$ cat src/rtl/fcsmh_pkg.sv
// ----------------------------------------------------------------------------
// fcsmh_pkg
// Shared types and constants for the floppy card select / motor hold logic.
// ----------------------------------------------------------------------------
package fcsmh_pkg;

    localparam int unsigned TICKS_W = 24;
    localparam logic [TICKS_W-1:0] TICKS_RESET = 24'd4230;

    localparam int unsigned S_TDATA_W = 8;
    localparam int unsigned S_TUSER_W = 2;
    localparam int unsigned M_TDATA_W = 16;

    typedef enum logic [1:0] {
        OP_WRITE_BIT = 2'd0,
        OP_READ      = 2'd1,
        OP_TICK      = 2'd2,
        OP_LINE      = 2'd3
    } opcode_t;

    // register bit positions
    localparam logic [2:0] BIT_STROBE = 3'd1;
    localparam logic [2:0] BIT_HOLD   = 3'd2;
    localparam logic [2:0] BIT_DRIVE0 = 3'd4;
    localparam logic [2:0] BIT_DRIVE1 = 3'd5;
    localparam logic [2:0] BIT_DRIVE2 = 3'd6;
    localparam logic [2:0] BIT_SIDE   = 3'd7;

    localparam logic [2:0] READ_STATUS = 3'd0;

    localparam logic [7:0] STATUS_BASE      = 8'h40;
    localparam logic [7:0] STATUS_SIDE      = 8'h80;
    localparam logic [7:0] STATUS_MOTOR_OFF = 8'h10;

    // flag positions in the irq/drq pair
    localparam int unsigned FLAG_IRQ = 0;
    localparam int unsigned FLAG_DRQ = 1;

    typedef struct packed {
        logic       side_written;
        logic       side_select;
        logic       drive_changed;
        logic [1:0] drive_number;
        logic       drive_valid;
        logic       card_interrupt;
        logic       cpu_halt;
        logic [7:0] read_byte;
    } result_t;

endpackage

$ cat src/rtl/floppy_card_select_motor_hold.sv
// ----------------------------------------------------------------------------
// floppy_card_select_motor_hold
// Drive/side select, motor-enable hold-off timer, CPU hold and IRQ/DRQ
// tracking for a floppy controller card. One result word per input word.
// ----------------------------------------------------------------------------
//  channel | dir | tdata                                   | tuser
//  s_      | in  | [2:0] reg_bit [3] bit_value [5:4] event | [1:0] opcode
//  m_      | out | [7:0] read_byte [8] halt [9] irq        | -
//          |     | [10] drv_valid [12:11] drv [13] drv_chg |
//          |     | [14] side [15] side_written             |
//  cfg_    | in  | cfg_wr_data[23:0] motor hold-off ticks  | -
//
// One word per cycle; each result appears the cycle after its input word.
// All state updates are one pass of logic into the state and result regs.
// s_tready is low in reset or while the result reg is full and m_tready low.
// aresetn low clears state, drops m_tvalid and blocks input.
// ----------------------------------------------------------------------------
module floppy_card_select_motor_hold (
    input  logic                               aclk,
    input  logic                               aresetn,
    input  logic                               s_tvalid,
    output logic                               s_tready,
    // [2:0] reg_bit, [3] bit_value, [5:4] line_event, [7:6] zero
    input  logic [fcsmh_pkg::S_TDATA_W-1:0]    s_tdata,
    // [1:0] opcode
    input  logic [fcsmh_pkg::S_TUSER_W-1:0]    s_tuser,
    output logic                               m_tvalid,
    input  logic                               m_tready,
    // [7:0] read_byte, [8] cpu_halt, [9] card_interrupt, [10] drive_valid,
    // [12:11] drive_number, [13] drive_changed, [14] side_select,
    // [15] side_written
    output logic [fcsmh_pkg::M_TDATA_W-1:0]    m_tdata,
    input  logic                               cfg_wr_en,
    input  logic [fcsmh_pkg::TICKS_W-1:0]      cfg_wr_data
);
    import fcsmh_pkg::*;

    logic [TICKS_W-1:0] ticks_reg;
    logic [2:0]         select_reg,    select_next;
    logic [1:0]         drive_reg,     drive_next;
    logic               drive_vld_reg, drive_vld_next;
    logic               side_reg,      side_next;
    logic               strobe_reg,    strobe_next;
    logic               motor_reg,     motor_next;
    logic [TICKS_W-1:0] count_reg,     count_next;
    logic               hold_reg,      hold_next;
    logic [1:0]         flags_reg,     flags_next;
    logic               m_valid_reg,   m_valid_next;
    result_t            result_reg,    result_next;

    opcode_t    opcode;
    logic [2:0] reg_bit;
    logic       bit_value;
    logic [1:0] line_event;
    logic       accept;

    assign opcode     = opcode_t'(s_tuser[1:0]);
    assign reg_bit    = s_tdata[2:0];
    assign bit_value  = s_tdata[3];
    assign line_event = s_tdata[5:4];

    assign s_tready = aresetn && (!m_valid_reg || m_tready);
    assign accept   = s_tvalid && s_tready;
    assign m_tvalid = m_valid_reg;
    assign m_tdata  = result_reg;

    always_comb begin
        logic [1:0] drv;
        logic [7:0] rd;
        logic       changed;
        logic       side_wr;
        drv     = reg_bit[1:0] - 2'd0;
        rd      = '0;
        changed = 1'b0;
        side_wr = 1'b0;

        select_next    = select_reg;
        drive_next     = drive_reg;
        drive_vld_next = drive_vld_reg;
        side_next      = side_reg;
        strobe_next    = strobe_reg;
        motor_next     = motor_reg;
        count_next     = count_reg;
        hold_next      = hold_reg;
        flags_next     = flags_reg;

        unique case (opcode)
            OP_WRITE_BIT: begin
                unique case (reg_bit)
                    BIT_STROBE: begin
                        if (bit_value && !strobe_reg) begin
                            motor_next = 1'b1;
                            count_next = ticks_reg;
                        end
                        strobe_next = bit_value;
                    end
                    BIT_HOLD: begin
                        hold_next = bit_value;
                    end
                    BIT_DRIVE0, BIT_DRIVE1, BIT_DRIVE2: begin
                        // drive index is the low two bits of bits 4..6
                        if (bit_value) begin
                            select_next[drv] = 1'b1;
                            if (!drive_vld_reg || drive_reg != drv) begin
                                drive_next     = drv;
                                drive_vld_next = 1'b1;
                                changed        = 1'b1;
                            end
                        end else begin
                            select_next[drv] = 1'b0;
                            if (drive_vld_reg && drive_reg == drv) begin
                                drive_next     = '0;
                                drive_vld_next = 1'b0;
                            end
                        end
                    end
                    BIT_SIDE: begin
                        side_next = bit_value;
                        side_wr   = 1'b1;
                    end
                    default: begin
                    end
                endcase
            end
            OP_READ: begin
                if (reg_bit == READ_STATUS) begin
                    rd = STATUS_BASE | (side_reg ? STATUS_SIDE : 8'h00);
                    if (motor_reg) begin
                        rd = rd | {4'b0, select_reg, 1'b0};
                    end else begin
                        rd = rd | STATUS_MOTOR_OFF;
                    end
                end
            end
            OP_TICK: begin
                if (motor_reg) begin
                    if (count_reg[TICKS_W-1:1] == '0) begin
                        count_next = '0;
                        motor_next = 1'b0;
                    end else begin
                        count_next = count_reg - 1'b1;
                    end
                end
            end
            OP_LINE: begin
                flags_next[line_event[1]] = line_event[0];
            end
            default: begin
            end
        endcase

        result_next.read_byte      = rd;
        result_next.cpu_halt       = hold_next && (flags_next == 2'b00) && motor_next;
        result_next.card_interrupt = flags_next[FLAG_IRQ];
        result_next.drive_valid    = drive_vld_next;
        result_next.drive_number   = drive_vld_next ? drive_next : 2'd0;
        result_next.drive_changed  = changed;
        result_next.side_select    = side_next;
        result_next.side_written   = side_wr;

        if (accept) begin
            m_valid_next = 1'b1;
        end else if (m_tready) begin
            m_valid_next = 1'b0;
        end else begin
            m_valid_next = m_valid_reg;
        end
    end

    always_ff @(posedge aclk) begin
        if (!aresetn) begin
            ticks_reg     <= TICKS_RESET;
            select_reg    <= '0;
            drive_reg     <= '0;
            drive_vld_reg <= 1'b0;
            side_reg      <= 1'b0;
            strobe_reg    <= 1'b0;
            motor_reg     <= 1'b0;
            count_reg     <= '0;
            hold_reg      <= 1'b0;
            flags_reg     <= '0;
            m_valid_reg   <= 1'b0;
        end else begin
            if (cfg_wr_en) begin
                ticks_reg <= cfg_wr_data;
            end
            if (accept) begin
                select_reg    <= select_next;
                drive_reg     <= drive_next;
                drive_vld_reg <= drive_vld_next;
                side_reg      <= side_next;
                strobe_reg    <= strobe_next;
                motor_reg     <= motor_next;
                count_reg     <= count_next;
                hold_reg      <= hold_next;
                flags_reg     <= flags_next;
            end
            m_valid_reg <= m_valid_next;
        end
    end

    always_ff @(posedge aclk) begin
        if (accept) begin
            result_reg <= result_next;
        end
    end

endmodule

$ cat config.mk
export PLATFORM = sky130hd
export DESIGN_NAME = floppy_card_select_motor_hold
export DESIGN_NICKNAME = d
export VERILOG_FILES = /design/src/rtl/fcsmh_pkg.sv /design/src/rtl/floppy_card_select_motor_hold.sv
export SDC_FILE = /design/constraint.sdc
export NUM_CORES = 1
export LEC_CHECK = 0
export BUFFER_PORTS_ARGS = -buffer_cell sky130_fd_sc_hd__buf_4
export CORE_MARGIN = 5
export CORE_UTILIZATION = 51
export CTS_CLUSTER_SIZE = 10
export DETAILED_ROUTE_END_ITERATION = 10
export PLACE_DENSITY = 0.75
export SYNTH_ARGS = -nofsm -noshare
export SYNTH_HDL_FRONTEND = slang
export SYNTH_SLANG_ARGS = --single-unit
$ cat constraint.sdc
create_clock -name aclk -period 2.1 [get_ports aclk]
set_clock_uncertainty 0.2 [all_clocks]
set_input_delay 0 -clock aclk [delete_from_list [all_inputs] [get_ports aclk]]
set_output_delay 0 -clock aclk [all_outputs]
set_load 0.01 [all_outputs]
==> key figures, run 1 <==
Floorplan
  – Initial Util: 52.4%
  – Die width: roughly 97 um
  – Core footprint: approximately 7300 um2
  – Rows: 31
  – Die height: 96.6 um
  – I/O pin cnt: 57
  – Die footprint: ~9300 um2

Logic synthesis
  – YS warnings: 0
  – Average cell area after synthesis: 9.19 um2
  – Area share of the largest cell type after synthesis: 31.9%
  – Synth top area cells: dfxtp_1 32%, edfxtp_1 11%, mux2i_1 7.6%
  – Asr flop ratio synth: 0%
  – Number of synthesized flops with an enable pin: 14
  – Flop and latch count out of synthesis: 75
  – Area leader, netlist: dfxtp_1
  – Cells after Synth: about 420
  – Register area share after synthesis: between 40% and 50%
  – Unique cell type count in the Yosys netlist: 66
  – Ys flop type: dfxtp_1
  – Cell Area, Synth: between 3000 and 4000 um2

Drt
  – Overall routed net length: 10,600 um
  – DRC: 0
  – Starting DRT DRC Count: 249
  – Total number of vias: approximately 3,800
  – Routed wire length per instance: ~16 um
  – Vias per std cell: ~6
  – DRT Pass-1 Iters: 5
  – Antenna viol nets, final: 0

STA
  – Max Fclk: about 480 MHz
  – Final setup violation count: 1
  – Hold Slack: -0.00293 ns
  – Total Neg Setup Slack: -0.00261 ns
  – Fin. Hold Viols: 1
  – Max Slew Vio Count: 0
  – Crit path time final: roughly 2.1 ns
  – Post-route clock period utilization: 100%
  – PnR worst setup slack: -0.00261 ns
  – Unrepaired setup endpoints after global routing: true

Finish
  – Post-layout nets: ~590
  – Final Instance Area: 5480 um2
  – Share of layout cells above drive strength 1: between 20% and 30%
  – Area Growth Syn to Fin: 43.2%
  – Number of diodes: 0

Clocking
  – Inserted Clock Buffers: 9
  – CTS sink count: 75
  – Htree depth: 3
  – CTS tree: done
  – Clock transition at the registers of the reported paths: 0.09 ns
  – Root Driver: clkbuf_8
  – Max Root-Sink Buffers: 2
  – Clk_lat worst skew: between 0.3 and 0.4 ns

Placement
  – Final GP Congestion: slightly above 0.9
  – Placed cell area: roughly 4400 um2
  – DPL Wire Length: between 6000 and 7000 um
  – Pre-CTS setup slack: 0.00800 ns
  – Port Buffers: 52

Worst setup path
  – Critical Path RT: ~2.2 ns
  – CP top delay family: simple AND/OR/NAND/NOR gates
  – CP cell instances: or4_4 > nor2_4 > buf_4 > and3_2 > a311oi_1 > a211oi_1
  – CP Max Fanout: 5
  – Worst path bufs/invs: 1
  – Flop2flop setup slack: -0.003 ns
  – Max incr delay on CP: approximately 0.57 ns
  – Critical Path Sink Type: flip-flop
  – Reg2reg start: count_reg[6]
  – R2R cell count: 6
  – Worst setup startpoint: count_reg[6]
  – CP max-delay cell: or4_4
  – Reg2reg end: count_reg[21]
  – Arrival time at the worst endpoint: between 2 and 2.5 ns
  – Worst setup path category: flip-flop to flip-flop
  – Critical Path Source Type: flip-flop

Run status
  – Failing checks: hold timing, setup timing
  – Outcome: finished with violations

GRT
  – Total Routing Usage GR: 23.2%
  – Vias in the first global route: about 3,700
  – Largest net degree at the start of global routing: 33
  – Initial antenna violation count: 0
  – Grt ovf: 0
  – First-pass GRT wire length: between 15,000 and 20,000 um

Pwr
  – Leakage Power: between 2 and 2.5 nW
  – Worst vdd ir: around 0.40 mV
  – Pwr per Cell Area: between 500 and 600 nW/um2

Worst hold path
  – HP Class: input port to flip-flop
  – Hold path cells: 4
  – Worst Min Path Start: s_tuser[0]
  – Hold EP: m_tdata[8]

Job
  – MaxCap Viol Count: 0
cells in the mapped netlist, drive strengths merged, types with 6 or more instances:
library cell,count
a21oi,22
inv,16
dfxtp,61
o22ai,6
nor3,14
nor2,45
mux2i,29
clkbuf,20
buf,14
edfxtp,14
nand2,33
a32oi,13
and3,9
nand4,6
o21ai,14
nand3,15
a2bb2oi,6
what timing repair did:
| action | CTS | global route |
|---|---|---|
| cloned | 0 | 1 |
| endpoints found under the hold margin | 50 | 0 |
| endpoints found under the setup margin | 2 | 25 |
| gates resized for setup | 1 | 35 |
| setup buffers | 0 | 4 |
| pin swaps | 1 | 5 |
| hold buffers | 68 | 0 |
routing by layer:
metal  global-route usage, %  wire, um
met5                       0         0
met4                    10.6       303
met3                    3.33       629
met2                    40.9      5370
met1                    28.0      4340
final cells by class:
class	instances	area, um2
Multi-Input combinational cell	291	2080
Sequential cell	75	1640
Tap cell	99	124
Timing Repair Buffer	154	1370
Clock buffer	9	124
Clock inverter	7	66.3
Inverter	17	63.8
Fill cell	510	1820
per-stage QoR:
step           util [%]  std cells  power, mW  hold WS, ns
2_1_floorplan         -        417       1.75      -0.0715
3_3_place_gp       60.7        564       1.87       0.0153
3_5_place_dp       60.7        564       1.88       0.0213
4_1_cts            72.7        648       3.06     0.000282
5_1_grt            75.1        652       3.20       0.0249
6_report           75.1        652       3.07     -0.00293
where the power goes:
part / leakage, nW / total, mW / internal, mW / switching, mW
sequential: 0.628 / 1.54 / 1.51 / 0.0271
combinational: 1.49 / 0.455 / 0.251 / 0.205
clock: 0.0986 / 1.08 / 0.462 / 0.620
total: 2.21 / 3.07 / 2.22 / 0.851
worst register-to-register path, delay by kind of cell (launching register included):
| family | cells | cell delay, ns |
|---|---|---|
| compound gates | 2 | 0.31 |
| simple gates | 3 | 0.99 |
| buf+inv | 1 | 0.17 |
| flops | 1 | 0.35 |
cells in the final DEF, fill, tap and decap left out, types with 10 or more instances in the layout:
| master | n |
|---|---|
| mux2i_1 | 29 |
| nor2_1 | 41 |
| buf_4 | 78 |
| dlygate4sd3_1 | 67 |
| dfxtp_1 | 59 |
| nand2_1 | 33 |
| inv_1 | 15 |
| a21oi_1 | 19 |
| edfxtp_1 | 14 |
| a32oi_1 | 10 |
| nand3_1 | 14 |
| nor3_1 | 13 |
worst max-delay path by stage:
stage / depth (start not counted) / to
floorplan: 8 / count_reg[18]
global placement: 6 / count_reg[2]
detailed placement: 6 / count_reg[2]
CTS: 6 / count_reg[13]
global route: 6 / count_reg[19]
finish: 6 / count_reg[21]
cells by family (layout without fill, tap and decap cells):
family | Yosys count | after routing | share of synthesized area, %
compound gates | 96 | 96 | 19.6
flops | 75 | 75 | 42.9
simple gates | 157 | 157 | 21.8
fa+ha+maj | 1 | 1 | 0.327
other cells | 1 | 2 | 0.0981
xor+xnor | 2 | 2 | 0.458
buf+inv | 51 | 187 | 5.99
mux | 33 | 33 | 8.77
Note: power is estimated with default switching activity, not from simulation.
==> run 2: changes to the inputs <==
Settings changed: CORE_UTILIZATION 51 to 57, PLACE_DENSITY 0.75 to 0.8.
Clock period 2.1 ns to 2.15 ns, I/O delays scaled along.
==> run 2 against run 1 <==
The flow now finishes without violations. Sequential share of layout area rose by 0.92 points. Routed wire length rose by 2.7%. Clock power fell by 14%. Register-to-register slack barely moved. Count of clock-buffer cells in the layout rose by 2. Utilization rose by 7.6 points. Non-clock buffer count fell by 6. Via count rose by 0.73%. Critical path depth did not move. Global-route usage rose by 2.1 points. Cell count fell by 4.3%. Largest power group unchanged. Highest routed layer unchanged.
==> key figures, run 2 (synthesis results as in run 1) <==
Run status
  – Outcome: finished, final reports clean

Drt
  – DRC: 0 (unchanged)
  – Routed wire length per instance: 17.5 um (+7.3%)
  – DRT Pass-1 Iters: 5 (unchanged)
  – Starting DRT DRC Count: 234 (-6.0%)
  – Vias per std cell: 6.19 (+5.3%)
  – Antenna viol nets, final: 0 (unchanged)
  – Overall routed net length: 10,900 um (+2.7%)
  – Total number of vias: 3,862 (+0.73%)

Placement
  – DPL Wire Length: 6420 um (+1.3%)
  – Number of instances in the placed design: 542 (-3.9%)
  – Final GP Congestion: 0.850 (-9.2%)
  – Port Buffers: 52 (unchanged)

Floorplan
  – I/O pin cnt: 57 (unchanged)
  – Rows: 29 (-6.5%)
  – Core footprint: 6420 um2 (-12%)
  – Initial Util: 59.5% (+7.1 points)
  – Die width: 91.9 um (-4.9%)
  – Die height: 91.9 um (-4.9%)
  – Die footprint: 8440 um2 (-9.5%)

GRT
  – Grt ovf: 0 (unchanged)
  – Largest net degree at the start of global routing: 34 (+3.0%)
  – First-pass GRT wire length: 17,500 um (+3.2%)
  – Total Routing Usage GR: 25.3% (+2.1 points)
  – Vias in the first global route: 3,699 (+0.54%)
  – Initial antenna violation count: 0 (unchanged)

Clocking
  – Htree depth: 3 (unchanged)
  – Clock transition at the registers of the reported paths: 0.07 ns (-0.02 ns)
  – Max Root-Sink Buffers: 2 (unchanged)
  – CTS sink count: 75 (unchanged)
  – Root Driver: clkbuf_8
  – Inserted Clock Buffers: 9 (unchanged)
  – Clk_lat worst skew: 0.36 ns (about the same)
  – CTS tree: done

STA
  – Final setup violation count: 0 (-1)
  – Fin. Hold Viols: 0 (-1)
  – Max Fclk: 466 MHz (-2.1%)
  – Total Neg Setup Slack: 0 ns (+0.00261 ns)
  – Slew @ Worst Pin: between 0.4 and 0.5 ns
  – Post-route clock period utilization: 99.9% (-0.23 points)
  – Max Slew Vio Count: 0 (unchanged)
  – Hold Slack: 0.0181 ns (+0.0210 ns)
  – Unrepaired setup endpoints after global routing: true
  – Slew HR: ~67%
  – Crit path time final: 2.15 ns (+0.0452 ns)

Finish
  – Share of layout cells above drive strength 1: 25.8% (-1.9 points)
  – Commonest cells after routing, fill and taps aside: 81 x buf_4, 63 x dlygate4sd3_1, 60 x dfxtp_1
  – Post-layout nets: 582 (-1.0%)
  – Number of diodes: 0 (unchanged)
  – Final Instance Count excl. Fillers: 624 (-4.3%)
  – Area Growth Syn to Fin: 38.9%
  – Commonest non-fill, non-tap cell in the layout: buf_4

Job
  – MaxCap Viol Count: 0 (unchanged)

Worst hold path
  – HP Class: input port to flip-flop

Worst setup path
  – Worst setup path category: flip-flop to flip-flop
  – Critical Path RT: 2.18 ns (about the same)
  – Critical Path Source Type: flip-flop
  – Critical Path Sink Type: flip-flop
  – Arrival time at the worst endpoint: 2.17 ns (about the same)
  – CP Max Fanout: 30 (+25)

Pwr
  – Pwr per Cell Area: 542 nW/um2 (-3.6%)
  – Worst vdd ir: 0.435 mV (+8.1%)
  – Leakage Power: 2.18 nW (-1.5%)
==> run 2: cell count changes in the layout (fill, tap and decap cells not counted), moves of 2 or more <==
cell,delta
inv_6,-3
inv_8,-2
a221oi_1,-2
nor2_1,+2
a221oi_2,+2
a22oi_1,+2
clkbuf_1,+2
buf_4,+3
a22oi_2,-2
nor2_2,-2
dlygate4sd3_1,-4
clkinv_2,+2
buf_6,-2
==> run 2: cell type report <==
| type | count | area (um2) |
|---|---|---|
| multi-input cells | 291 | 2050 |
| flip-flops and latches | 75 | 1640 |
| repair buffers | 148 | 1290 |
| fillers | 369 | 1110 |
| clock buffers | 11 | 131 |
| well taps | 77 | 96.3 |
| inverters | 17 | 63.8 |
| clock inverters | 5 | 30.0 |
==> run 2: worst max-delay path, cell delays in order, from the launching register on <==
cell     delay [ns]
dfxtp_2        0.32
or4_4          0.55
nor4_4         0.23
a31oi_4        0.19
buf_12         0.21
a32oi_1        0.20
o32ai_1        0.11
==> run 2: where the power goes <==
| group | leakage (nW) | internal [mW] | switching (mW) |
|---|---|---|---|
| sequential | 0.627 | 1.48 | 0.0269 |
| combinational | 1.47 | 0.242 | 0.201 |
| clock | 0.0807 | 0.413 | 0.516 |
==> run 2: final timing paths <==
check                              startpoint            end  slack [ns]  cells after the start
worst max-delay path             count_reg[2]   count_reg[2]       0.002                      6
worst min-delay path                  aresetn      motor_reg        0.02                      4
worst max register to register   count_reg[2]   count_reg[2]       0.002                      6
worst min register to register  count_reg[11]  count_reg[11]        0.29                      2
==> run 2: timing repair <==
action | in CTS | in global routing
hold endpoints to repair | 46 | 0
buffers inserted | 0 | 3
gates resized for setup | 0 | 20
hold buffers | 63 | 0
setup endpoints to repair | 0 | 21
==> run 2: routing by layer <==
layer,GRT usage (%),wire length (um)
met1,31.9,4430
met3,4.01,720
met5,0,0
met4,10.4,268
met2,43.2,5500
==> run 2: through the flow <==
stage               worst slack [ns]  total power, mW  utilization (%)  area, um2
floorplan                      0.144             1.71                -       3830
global placement              0.0581             1.83             68.5       4400
detailed placement            0.0331             1.84             68.5       4400
CTS                           0.0186             2.85             80.8       5190
global route                 -0.0607             2.98             82.7       5310
finish                       0.00222             2.87             82.7       5310
